==> config.mk <==
export PLATFORM = sky130hd
export DESIGN_NAME = config_text_tokenizer
export DESIGN_NICKNAME = d
export VERILOG_FILES = /design/src/ctt_pkg.sv /design/src/ctt_lexer.sv /design/src/ctt_outq.sv /design/src/config_text_tokenizer.sv
export SDC_FILE = /design/constraint.sdc
export NUM_CORES = 1
export LEC_CHECK = 0
export ABC_AREA = 1
export BUFFER_PORTS_ARGS = -buffer_cell sky130_fd_sc_hd__buf_2
export CORE_UTILIZATION = 62
export CTS_CLUSTER_SIZE = 30
export DETAILED_ROUTE_END_ITERATION = 12
export GPL_ROUTABILITY_DRIVEN = 0
export PLACE_DENSITY = 0.92
export SLEW_MARGIN = 20
export SYNTH_ARGS = -nofsm -noshare
export SYNTH_HDL_FRONTEND = slang
export SYNTH_HIERARCHICAL = 1
export SYNTH_SLANG_ARGS = --single-unit
==> constraint.sdc <==
create_clock -name i_clk -period 4.8 [get_ports i_clk]
set_clock_uncertainty 0.15 [all_clocks]
set_input_delay 0.48 -clock i_clk [delete_from_list [all_inputs] [get_ports i_clk]]
set_output_delay 0.48 -clock i_clk [all_outputs]
set_load 0.02 [all_outputs]
==> src/ctt_pkg.sv <==
// Types, codes and character classes of the configuration text tokenizer
`default_nettype none

package ctt_pkg;

    // lexer modes
    localparam logic [2:0] M_IDLE    = 3'd0;
    localparam logic [2:0] M_NUMBER  = 3'd1;
    localparam logic [2:0] M_ENTRY   = 3'd2;
    localparam logic [2:0] M_PRAGMA  = 3'd3;
    localparam logic [2:0] M_FIELD   = 3'd4;
    localparam logic [2:0] M_STRING  = 3'd5;
    localparam logic [2:0] M_COMMENT = 3'd6;

    // token kinds
    localparam logic [3:0] K_NUMBER = 4'd0;
    localparam logic [3:0] K_ENTRY  = 4'd1;
    localparam logic [3:0] K_PRAGMA = 4'd2;
    localparam logic [3:0] K_FIELD  = 4'd3;
    localparam logic [3:0] K_COLON  = 4'd4;
    localparam logic [3:0] K_COMMA  = 4'd5;
    localparam logic [3:0] K_STRING = 4'd6;
    localparam logic [3:0] K_ERROR  = 4'd7;
    localparam logic [3:0] K_TERM   = 4'd8;

    // characters
    localparam logic [7:0] CH_NUL    = 8'h00;
    localparam logic [7:0] CH_NL     = 8'h0A;
    localparam logic [7:0] CH_QUOTE  = 8'h22;
    localparam logic [7:0] CH_HASH   = 8'h23;
    localparam logic [7:0] CH_DOLLAR = 8'h24;
    localparam logic [7:0] CH_COMMA  = 8'h2C;
    localparam logic [7:0] CH_SLASH  = 8'h2F;
    localparam logic [7:0] CH_ZERO   = 8'h30;
    localparam logic [7:0] CH_COLON  = 8'h3A;

    localparam int unsigned DECIMAL_BASE = 10;

    typedef struct packed {
        logic [3:0] kind;
        logic [7:0] ch;
        logic       ch_valid;
        logic       last;
    } t_tok;

    // results produced by one input byte, up to two
    typedef struct packed {
        logic [1:0] count;
        t_tok       tok0;
        t_tok       tok1;
    } t_push;

    function automatic logic is_space(input logic [7:0] b);
        return b inside {8'h20, [8'h09:8'h0D]};
    endfunction

    function automatic logic is_digit(input logic [7:0] b);
        return b inside {[8'h30:8'h39]};
    endfunction

    function automatic logic is_letter(input logic [7:0] b);
        return b inside {[8'h41:8'h5A], [8'h61:8'h7A]};
    endfunction

    function automatic t_tok mk_tok(input logic [3:0] kind, input logic [7:0] ch,
                                    input logic ch_valid, input logic last);
        t_tok t;
        t.kind     = kind;
        t.ch       = ch;
        t.ch_valid = ch_valid;
        t.last     = last;
        return t;
    endfunction

endpackage

`default_nettype wire

==> src/ctt_lexer.sv <==
// Lexer state and per-byte decode into up to two tokens
`default_nettype none

module ctt_lexer import ctt_pkg::*; #(
    parameter int NUMBER_WIDTH = 16
) (
    input  wire logic                    i_clk,
    input  wire logic                    i_rst_n,
    input  wire logic                    i_take,
    input  wire logic [7:0]              i_text_byte,
    output t_push                        o_push,
    output logic      [NUMBER_WIDTH-1:0] o_value0
);

    typedef struct packed {
        logic       emit;
        t_tok       tok;
        logic [2:0] mode;
        logic       start_num;
    } t_between;

    logic [2:0]              r_mode, n_mode;
    logic [NUMBER_WIDTH-1:0] r_acc, n_acc;
    logic [NUMBER_WIDTH-1:0] digit, acc_x10;
    t_between                btw;
    t_push                   push;
    logic [3:0]              text_kind;

    function automatic t_between between(input logic [7:0] b);
        t_between r;
        r.emit      = 1'b0;
        r.tok       = '0;
        r.mode      = M_IDLE;
        r.start_num = 1'b0;
        if (b == CH_NUL) begin
            r.emit = 1'b1;
            r.tok  = mk_tok(K_TERM, CH_NUL, 1'b0, 1'b1);
        end else if (is_space(b)) begin
            r.emit = 1'b0;
        end else if (is_digit(b)) begin
            r.mode      = M_NUMBER;
            r.start_num = 1'b1;
        end else if (is_letter(b)) begin
            r.mode = M_ENTRY;
            r.emit = 1'b1;
            r.tok  = mk_tok(K_ENTRY, b, 1'b1, 1'b0);
        end else begin
            case (b)
                CH_HASH:   r.mode = M_PRAGMA;
                CH_DOLLAR: r.mode = M_FIELD;
                CH_QUOTE:  r.mode = M_STRING;
                CH_SLASH:  r.mode = M_COMMENT;
                CH_COLON: begin
                    r.emit = 1'b1;
                    r.tok  = mk_tok(K_COLON, CH_NUL, 1'b0, 1'b1);
                end
                CH_COMMA: begin
                    r.emit = 1'b1;
                    r.tok  = mk_tok(K_COMMA, CH_NUL, 1'b0, 1'b1);
                end
                default: begin
                    r.emit = 1'b1;
                    r.tok  = mk_tok(K_ERROR, b, 1'b1, 1'b1);
                end
            endcase
        end
        return r;
    endfunction

    always_comb begin
        btw       = between(i_text_byte);
        digit     = NUMBER_WIDTH'(i_text_byte[3:0]);
        acc_x10   = (r_acc << 3) + (r_acc << 1);
        text_kind = (r_mode == M_ENTRY) ? K_ENTRY : K_PRAGMA;
        n_mode    = r_mode;
        n_acc     = r_acc;
        push      = '0;
        o_value0  = '0;
        case (r_mode)
            M_NUMBER: begin
                if (is_digit(i_text_byte)) begin
                    n_acc = acc_x10 + digit;
                end else begin
                    // number closes, then the byte is decoded afresh
                    push.count = 2'd1;
                    push.tok0  = mk_tok(K_NUMBER, CH_NUL, 1'b0, 1'b1);
                    o_value0   = r_acc;
                    n_mode     = btw.mode;
                    n_acc      = btw.start_num ? digit : '0;
                    if (btw.emit) begin
                        push.count = 2'd2;
                        push.tok1  = btw.tok;
                    end
                end
            end
            M_ENTRY, M_PRAGMA: begin
                push.count = 2'd1;
                if (i_text_byte == CH_NUL) begin
                    push.count = 2'd2;
                    push.tok0  = mk_tok(text_kind, CH_NUL, 1'b0, 1'b1);
                    push.tok1  = mk_tok(K_TERM, CH_NUL, 1'b0, 1'b1);
                    n_mode     = M_IDLE;
                    n_acc      = '0;
                end else if (is_space(i_text_byte)) begin
                    push.tok0 = mk_tok(text_kind, CH_NUL, 1'b0, 1'b1);
                    n_mode    = M_IDLE;
                end else begin
                    push.tok0 = mk_tok(text_kind, i_text_byte, 1'b1, 1'b0);
                end
            end
            M_FIELD: begin
                push.count = 2'd1;
                if (i_text_byte == CH_NUL) begin
                    push.count = 2'd2;
                    push.tok0  = mk_tok(K_FIELD, CH_NUL, 1'b0, 1'b1);
                    push.tok1  = mk_tok(K_TERM, CH_NUL, 1'b0, 1'b1);
                    n_mode     = M_IDLE;
                    n_acc      = '0;
                end else if (i_text_byte == CH_COLON) begin
                    push.count = 2'd2;
                    push.tok0  = mk_tok(K_FIELD, CH_NUL, 1'b0, 1'b1);
                    push.tok1  = mk_tok(K_COLON, CH_NUL, 1'b0, 1'b1);
                    n_mode     = M_IDLE;
                end else begin
                    push.tok0 = mk_tok(K_FIELD, i_text_byte, 1'b1, 1'b0);
                end
            end
            M_STRING: begin
                push.count = 2'd1;
                if (i_text_byte == CH_NUL) begin
                    push.count = 2'd2;
                    push.tok0  = mk_tok(K_STRING, CH_NUL, 1'b0, 1'b1);
                    push.tok1  = mk_tok(K_TERM, CH_NUL, 1'b0, 1'b1);
                    n_mode     = M_IDLE;
                    n_acc      = '0;
                end else if (i_text_byte == CH_QUOTE) begin
                    push.tok0 = mk_tok(K_STRING, CH_NUL, 1'b0, 1'b1);
                    n_mode    = M_IDLE;
                end else begin
                    push.tok0 = mk_tok(K_STRING, i_text_byte, 1'b1, 1'b0);
                end
            end
            M_COMMENT: begin
                if (i_text_byte == CH_NUL) begin
                    push.count = 2'd1;
                    push.tok0  = mk_tok(K_TERM, CH_NUL, 1'b0, 1'b1);
                    n_mode     = M_IDLE;
                    n_acc      = '0;
                end else if (i_text_byte == CH_NL) begin
                    n_mode = M_IDLE;
                end
            end
            default: begin
                n_mode     = btw.mode;
                push.count = {1'b0, btw.emit};
                push.tok0  = btw.tok;
                if (btw.start_num) begin
                    n_acc = digit;
                end else if (i_text_byte == CH_NUL) begin
                    n_acc = '0;
                end
            end
        endcase
        o_push = push;
        if (!i_take) begin
            o_push.count = 2'd0;
        end
    end

    always_ff @(posedge i_clk) begin
        if (!i_rst_n) begin
            r_mode <= M_IDLE;
            r_acc  <= '0;
        end else if (i_take) begin
            r_mode <= n_mode;
            r_acc  <= n_acc;
        end
    end

endmodule

`default_nettype wire

==> src/ctt_outq.sv <==
// Four-entry result queue, two writes and one read per cycle
`default_nettype none

module ctt_outq import ctt_pkg::*; #(
    parameter int VALUE_W = 16
) (
    input  wire logic               i_clk,
    input  wire logic               i_rst_n,
    input  wire t_push              i_push,
    input  wire logic [VALUE_W-1:0] i_value0,
    output logic                    o_room,
    output logic                    o_valid,
    input  wire logic               i_ready,
    output t_tok                    o_tok,
    output logic      [VALUE_W-1:0] o_value
);

    localparam int DEPTH = 4;
    localparam int AW    = $clog2(DEPTH);
    localparam int CW    = $clog2(DEPTH + 1);

    t_tok               r_tok [DEPTH];
    logic [VALUE_W-1:0] r_val [DEPTH];
    logic [AW-1:0]      r_wp, r_rp;
    logic [CW-1:0]      r_cnt, n_cnt;
    logic [AW-1:0]      wp_next;
    logic               pop;

    assign pop     = (r_cnt != '0) && i_ready;
    assign wp_next = r_wp + AW'(1);
    assign n_cnt   = r_cnt + CW'(i_push.count) - CW'(pop);
    // room for the worst case of two results from the next byte
    assign o_room  = (r_cnt <= CW'(DEPTH - 2));
    assign o_valid = (r_cnt != '0);
    assign o_tok   = r_tok[r_rp];
    assign o_value = r_val[r_rp];

    always_ff @(posedge i_clk) begin
        if (i_push.count != 2'd0) begin
            r_tok[r_wp] <= i_push.tok0;
            r_val[r_wp] <= i_value0;
        end
        if (i_push.count == 2'd2) begin
            r_tok[wp_next] <= i_push.tok1;
            r_val[wp_next] <= '0;
        end
    end

    always_ff @(posedge i_clk) begin
        if (!i_rst_n) begin
            r_wp  <= '0;
            r_rp  <= '0;
            r_cnt <= '0;
        end else begin
            r_wp  <= r_wp + AW'(i_push.count);
            r_cnt <= n_cnt;
            if (pop) begin
                r_rp <= r_rp + AW'(1);
            end
        end
    end

endmodule

`default_nettype wire

==> src/config_text_tokenizer.sv <==
// Configuration text tokenizer: bytes in, tokens out
//
// Input channel: one text byte per transfer (i_valid / o_ready); byte 0 ends
// the text. Output channel: one token result per transfer (o_valid / i_ready)
// with kind, number value, character, character flag and last flag.
// A byte is decoded in the cycle it is accepted; its results, zero to two,
// are registered into a four-entry result queue and reach the outputs in
// order, behind any results still waiting there.
// Throughput is one byte per cycle while the receiver keeps up; a byte that
// yields two results (number followed by a token, text token ended by byte
// 0, field ended by a colon) leaves the queue read port of one result per
// cycle to set the sustained rate then.
// o_ready is high while the queue has space for two results, so when the
// receiver stalls the input backs up once more than two results wait; no
// result is dropped and payloads hold until taken.
// Reset empties the queue, puts the lexer between tokens and clears the
// number accumulator. Numbers wrap modulo 2**NUMBER_WIDTH.
`default_nettype none

module config_text_tokenizer import ctt_pkg::*; #(
    parameter int NUMBER_WIDTH = 16
) (
    input  wire logic                    i_clk,
    input  wire logic                    i_rst_n,
    input  wire logic                    i_valid,
    output logic                         o_ready,
    input  wire logic [7:0]              i_text_byte,
    output logic                         o_valid,
    input  wire logic                    i_ready,
    output logic      [3:0]              o_token_kind,
    output logic      [NUMBER_WIDTH-1:0] o_number_value,
    output logic      [7:0]              o_char_out,
    output logic                         o_char_valid,
    output logic                         o_token_last
);

    logic                    take;
    t_push                   push;
    logic [NUMBER_WIDTH-1:0] value0;
    t_tok                    tok;

    assign take = i_valid && o_ready;

    ctt_lexer #(
        .NUMBER_WIDTH (NUMBER_WIDTH)
    ) u_lexer (
        .i_clk       (i_clk),
        .i_rst_n     (i_rst_n),
        .i_take      (take),
        .i_text_byte (i_text_byte),
        .o_push      (push),
        .o_value0    (value0)
    );

    ctt_outq #(
        .VALUE_W (NUMBER_WIDTH)
    ) u_outq (
        .i_clk    (i_clk),
        .i_rst_n  (i_rst_n),
        .i_push   (push),
        .i_value0 (value0),
        .o_room   (o_ready),
        .o_valid  (o_valid),
        .i_ready  (i_ready),
        .o_tok    (tok),
        .o_value  (o_number_value)
    );

    assign o_token_kind = tok.kind;
    assign o_char_out   = tok.ch;
    assign o_char_valid = tok.ch_valid;
    assign o_token_last = tok.last;

endmodule

`default_nettype wire

Yosys cells after proc, flatten, opt, wreduce, memory -nomap -nowiden
Memories as Yosys holds them, arrays and structs flattened. A register that Yosys moved wholly into a read port is not among the register bits.
Cells that the tools add are included.
{"block": "classes", "addsub": 7, "mul": 0, "div_mod_pow": 0, "order_cmp": 9, "eq_ne": 20, "n_shift": 0, "mux": 53, "bitwise": 0, "n_reduce_logical": 16}
{"cell": "$mux W16", "count": 5}
{"cell": "$pmux W16 S5", "count": 1}
{"cell": "$mux W30", "count": 2}
{"cell": "$eq A8 B6 Y1 const B", "count": 7}
{"cell": "$mux W10", "count": 5}
{"cell": "$mux W15", "count": 3}
{"cell": "$pmux W15 S3", "count": 1}
{"cell": "$pmux W14 S3", "count": 1}
{"cell": "$mux W18", "count": 2}
{"cell": "$pmux W16 S2", "count": 1}
{"cell": "$mux W3", "count": 10}
{"cell": "$mux W14", "count": 2}
{"cell": "$mux W2", "count": 9}
{"cell": "$add A16 B16 Y16", "count": 1}
{"cell": "$add A16 B4 Y16", "count": 1}
{"cell": "$ge A8 B7 Y1 const B", "count": 2}
{"cell": "$le A8 B7 Y1 const B", "count": 2}
{"cell": "$pmux W3 S5", "count": 1}
{"cell": "$mux W13", "count": 1}
{"cell": "$ne A3 B1 Y1 const B", "count": 4}
{"cell": "$pmux W3 S4", "count": 1}
{"cell": "$eq A3 B3 Y1 const B", "count": 3}
{"cell": "$eq A8 B4 Y1 const B", "count": 1}
{"cell": "$ge A8 B4 Y1 const B", "count": 1}
{"cell": "other kinds (23)", "count": 38}
{"block": "totals", "reg_bits": 26, "latch_bits": 0, "ram_bits": 120, "rom_bits": 0, "in_bits": 12, "out_inout_bits": 32, "word_cells": 112, "n_memories": 2}
{"memory": "u_outq.r_val", "words": 4, "word_bits": 16, "rd": 1, "rd_ports_with_merged_regs": 1, "wr": 2, "line": "ctt_outq.sv:23", "text": "logic [VALUE_W-1:0] r_val [DEPTH];"}
{"memory": "u_outq.r_tok", "words": 4, "word_bits": 14, "rd": 1, "rd_ports_with_merged_regs": 1, "wr": 2, "line": "ctt_outq.sv:22", "text": "t_tok r_tok [DEPTH];"}

Logic depth before layout (Yosys ltp)
{"block": "depth", "word_depth": 14, "ltp_mapped": 16}

Cells and area by module
Netlist, hierarchy kept.
{"mod": "ctt_outq", "n_inst": 1, "cells_per_inst": 780, "area_each_um2": 6238.5, "seq_area_each_um2": 3143.0}
{"mod": "ctt_lexer", "n_inst": 1, "cells_per_inst": 498, "area_each_um2": 2803.9, "seq_area_each_um2": 380.4}
{"mod": "config_text_tokenizer", "n_inst": 1, "cells_per_inst": 2, "area_each_um2": 7.5, "seq_area_each_um2": 0.0}

Worst setup path before layout
No wires, ideal clock.
{"block": "synth_path", "path_type": "reg2reg", "start": "register u_outq.r_cnt[2]", "end": "memory u_outq/r_tok[1][0] (netlist bit), enable pin", "t_arrival_ns": 3.253, "path_slack_ns": 0.992, "path_stages_with_launch": 10, "synth_period_minus_slack_ns": 3.808, "path_cell_list": "dfxtp_1 a21oi_1 nand2_1 inv_1 clkbuf_1 buf_1 o21ai_0 nor2_1 nor2_4 o21ai_0"}
{"item": "from (decl)", "line": "ctt_outq.sv:25", "text": "logic [CW-1:0] r_cnt, n_cnt;"}
{"item": "from (signal assigned)", "line": "ctt_outq.sv:56", "text": "r_cnt <= n_cnt;"}
{"item": "to (decl)", "line": "ctt_outq.sv:22"}

==> impl_table.tex <==
\begin{tabular}{lr}
\hline
Metric & Value \\
\hline
\multicolumn{2}{l}{\textbf{Clock network}} \\
\quad H-tree depth & 4 \\
\quad Clock tree from TritonCTS & yes \\
\quad Post-CTS sizing & 0 \\
\quad Clock latency on the worst-skew pair & 420 ps \\
\quad \# clock sinks & 148 \\
\quad Buffer levels on the longest clock path & 2 \\
\quad Number of buffers added for setup after CTS & 0 \\
\quad Inserted Clock Buffers & 17 \\
\quad Clock-pin slew reported for the worst setup and hold paths after clock tree synthesis & about 60 ps \\
\quad Root buffer cell & sky130\_fd\_sc\_hd\_\_clkbuf\_16 \\
\quad Hold buffer count at CTS & 0 \\
\multicolumn{2}{l}{\textbf{Critical path}} \\
\quad Critical-path cell list & a21oi\_1, nand2\_1, inv\_1, buf\_4, inv\_1, a21oi\_1, inv\_4, nand2\_4, nand2\_4, nand2\_1 \\
\quad Number of buffer and inverter stages on the critical path & 4 \\
\quad Arrival time reported for the critical path endpoint & $\sim$3600 ps \\
\quad Reg2reg start & u\_outq/r\_cnt[2]\$\_SDFF\_PN0\_ \\
\quad Biggest fanout along the worst timing path & 20 \\
\quad Data required time of the critical path & 4700 ps \\
\quad Kind of capture point of the worst setup path & flip-flop \\
\quad Standard cell with the maximum stage delay on the critical path & sky130\_fd\_sc\_hd\_\_a21oi\_1 \\
\quad Family with the most delay on the worst path & simple AND/OR/NAND/NOR gates \\
\quad Largest incremental delay on the critical path & 670 ps \\
\quad Class of the most critical setup path & reg2reg \\
\quad Start point of the critical path & u\_outq/r\_cnt[2]\$\_SDFF\_PN0\_ \\
\quad Critical path startpoint category & flip-flop \\
\multicolumn{2}{l}{\textbf{Layout}} \\
\quad Final core utilization & $\sim$70\% \\
\quad Share of post-route cells with drive strength above 1 & between 10\% and 20\% \\
\quad Final nets & between 1000 and 1500 \\
\quad Finished layout cell area & slightly below 0.01 mm\^{}2 \\
\quad Final Instance Count excl. Fillers & 1488 \\
\quad Commonest non-fill, non-tap cells in the layout & sky130\_fd\_sc\_hd\_\_nand2\_1 (289), sky130\_fd\_sc\_hd\_\_nor2\_1 (255), sky130\_fd\_sc\_hd\_\_inv\_1 (119) \\
\quad \# fillers & about 1000 \\
\quad Most common cell after layout, fill and taps aside & sky130\_fd\_sc\_hd\_\_nand2\_1 \\
\quad Layout overhead on the synthesized area & 9.06\% \\
\quad Antenna cell count & 0 \\
\multicolumn{2}{l}{\textbf{Drt}} \\
\quad Routed len/inst & $\sim$16 um \\
\quad Detailed router's first-iteration violation count & $\sim$1200 \\
\quad Vias post-DR & slightly below 9000 \\
\quad Detailed-route DRC error count & 0 \\
\quad Final antenna-violating net count & 0 \\
\quad 1st-pass router iterations & 6 \\
\quad Total wire length after detailed routing & around 24 mm \\
\quad Vias/cell & between 5 and 6 \\
\multicolumn{2}{l}{\textbf{STA}} \\
\quad Count of final max-slew check failures & 0 \\
\quad Final count of negative-setup-slack endpoints & 0 \\
\quad Slew margin rel. & $\sim$33\% \\
\quad Worst Slack Setup Final & 1150 ps \\
\quad Total negative slack & 0 ps \\
\quad Actual transition at the worst max-transition pin & 998 ps \\
\quad Timing-limited maximum frequency & between 200 and 300 MHz \\
\quad Setup repair after global routing missed its margin & no \\
\quad Final period util & 76.0\% \\
\quad Post-layout min period & approximately 3600 ps \\
\quad Final hold violations & 0 \\
\quad Worst hold margin & approximately 230 ps \\
\multicolumn{2}{l}{\textbf{GRT}} \\
\quad Global-route wire length before repair & 38.3 mm \\
\quad Initial antenna violation count & 0 \\
\quad Maximum number of pins on one net before global-route repair & 61 \\
\quad GRT Residual Overflow & 0 \\
\quad Overall routing resource usage & between 30\% and 40\% \\
\quad Number of global-route vias before repair & between 8000 and 9000 \\
\multicolumn{2}{l}{\textbf{Die}} \\
\quad Die width & between 100 and 150 um \\
\quad Site Rows & 43 \\
\quad Initial core utilization & between 60 and 70\% \\
\quad Vertical die dimension & 123 um \\
\quad Die Outline Area & 0.0151 mm\^{}2 \\
\quad Floorplan Core Area & about 0.014 mm\^{}2 \\
\quad Ports placed on the boundary & 44 \\
\multicolumn{2}{l}{\textbf{Yosys}} \\
\quad Post-synthesis cell type count & 45 \\
\quad Proportion of synthesized chip area in sequential cells & 38.9\% \\
\quad Flip-flop and latch count after synthesis & 148 \\
\quad Post-Synthesis Cell Area & roughly 0.009 mm\^{}2 \\
\quad Cell count after synthesis & around 1300 \\
\quad Synthesized area per cell & around 7 um\^{}2 \\
\quad Number of warnings reported in the yosys synthesis log & 6 \\
\quad Syn Nets & around 1300 \\
\multicolumn{2}{l}{\textbf{Placed design}} \\
\quad \# port buffers & 43 \\
\quad Area after DPL & 0.00924 mm\^{}2 \\
\quad Post-Place Cells & between 1000 and 1500 \\
\quad Worst Setup Slack post-DPL & around 950 ps \\
\quad Post-detail-place hpwl & 15.4 mm \\
\multicolumn{2}{l}{\textbf{Power and ir drop}} \\
\quad Leak & 4.60 nW \\
\quad Maximum resistive drop on vdd & around 300 uV \\
\quad Pwr Total & about 6.3 mW \\
\quad Ratio of total power to cell area & between 600 and 700 mW/mm\^{}2 \\
\multicolumn{2}{l}{\textbf{Hold path}} \\
\quad Origin of the worst min-delay path & i\_ready \\
\quad Path category of the worst min-delay check & in2reg \\
\multicolumn{2}{l}{\textbf{Status}} \\
\quad Result of the run & complete, no violations \\
\multicolumn{2}{l}{\textbf{Flow run}} \\
\quad Max-capacitance violation count & 0 \\
\hline
\end{tabular}
synthesized netlist by cell type, drive strengths merged:
master | n | area (um^2)
fa | 3 | 60.1
nand3 | 55 | 310
o21a | 1 | 7.51
nor3 | 3 | 15.0
o22ai | 30 | 188
o211ai | 2 | 15.0
clkbuf | 20 | 76.3
inv | 126 | 475
a21o | 1 | 7.51
or2 | 3 | 18.8
o21bai | 1 | 7.51
xor2 | 4 | 35.0
ha | 30 | 375
nand4 | 6 | 43.8
nand2 | 298 | 1160
o21ai | 162 | 923
edfxtp | 56 | 1680
buf | 38 | 260
a21oi | 67 | 358
a22oi | 1 | 7.51
nor2 | 272 | 1120
xnor2 | 1 | 8.76
nand3b | 3 | 22.5
and2 | 4 | 25.0
a21boi | 1 | 7.51
dfxtp | 92 | 1840
power breakdown:
part	internal [mW]	switching, mW
clock	0.900	0.515
sequential	1.82	0.269
combinational	0.916	1.85
cell type report:
class	instances	area [um^2]	area share (%)
Multi-Input combinational cell	948	4710	47.8
Clock inverter	12	174	1.76
Timing Repair Buffer	54	298	3.02
Clock buffer	20	458	4.64
Inverter	126	475	4.82
Tap cell	180	225	2.28
Sequential cell	148	3520	35.7
per-layer routing:
layer  track usage, %  routed length, um  part of all wire, %
met5                0                  0                    0
met2             52.5              11300                   47
met1             41.9               9270                   39
met4             14.3                539                  2.3
met3             7.57               2740                   11
final timing paths:
path	end	slack, ps	cells past startpoint
worst max-delay path	u_outq/r_tok[0][3]$_DFFE_PP_	1150	10
worst min-delay path	u_outq/r_rp[0]$_SDFFE_PN0P_	230	3
worst max register to register	u_outq/r_tok[0][3]$_DFFE_PP_	1150	10
worst min register to register	u_outq/r_val[2][13]$_SDFFE_PP0P_	330	2
worst min-delay path: stages:
cell and delay, ps:
sky130_fd_sc_hd__buf_2 120, sky130_fd_sc_hd__a21oi_1 90, sky130_fd_sc_hd__nor2_1 80
cell families (layout without fill, tap and decap cells):
family / Yosys count / count (layout) / synth area share [%]
compound gates: 266 / 266 / 16.8
xor+xnor: 5 / 5 / 0.484
fa+ha+maj: 33 / 33 / 4.81
simple gates: 644 / 644 / 30.0
flops: 148 / 148 / 38.9
buf+inv: 184 / 212 / 8.97
flip-flops by register name, summed over array words and instances, names as in the netlist, named ones only:
name and flops:
u_lexer/r_acc 16, u_lexer/r_mode 3, u_outq/r_cnt 3, u_outq/r_rp 2
u_outq/r_tok 56, u_outq/r_val 64, u_outq/r_wp 2
Note: power is estimated with default switching activity, not from simulation.
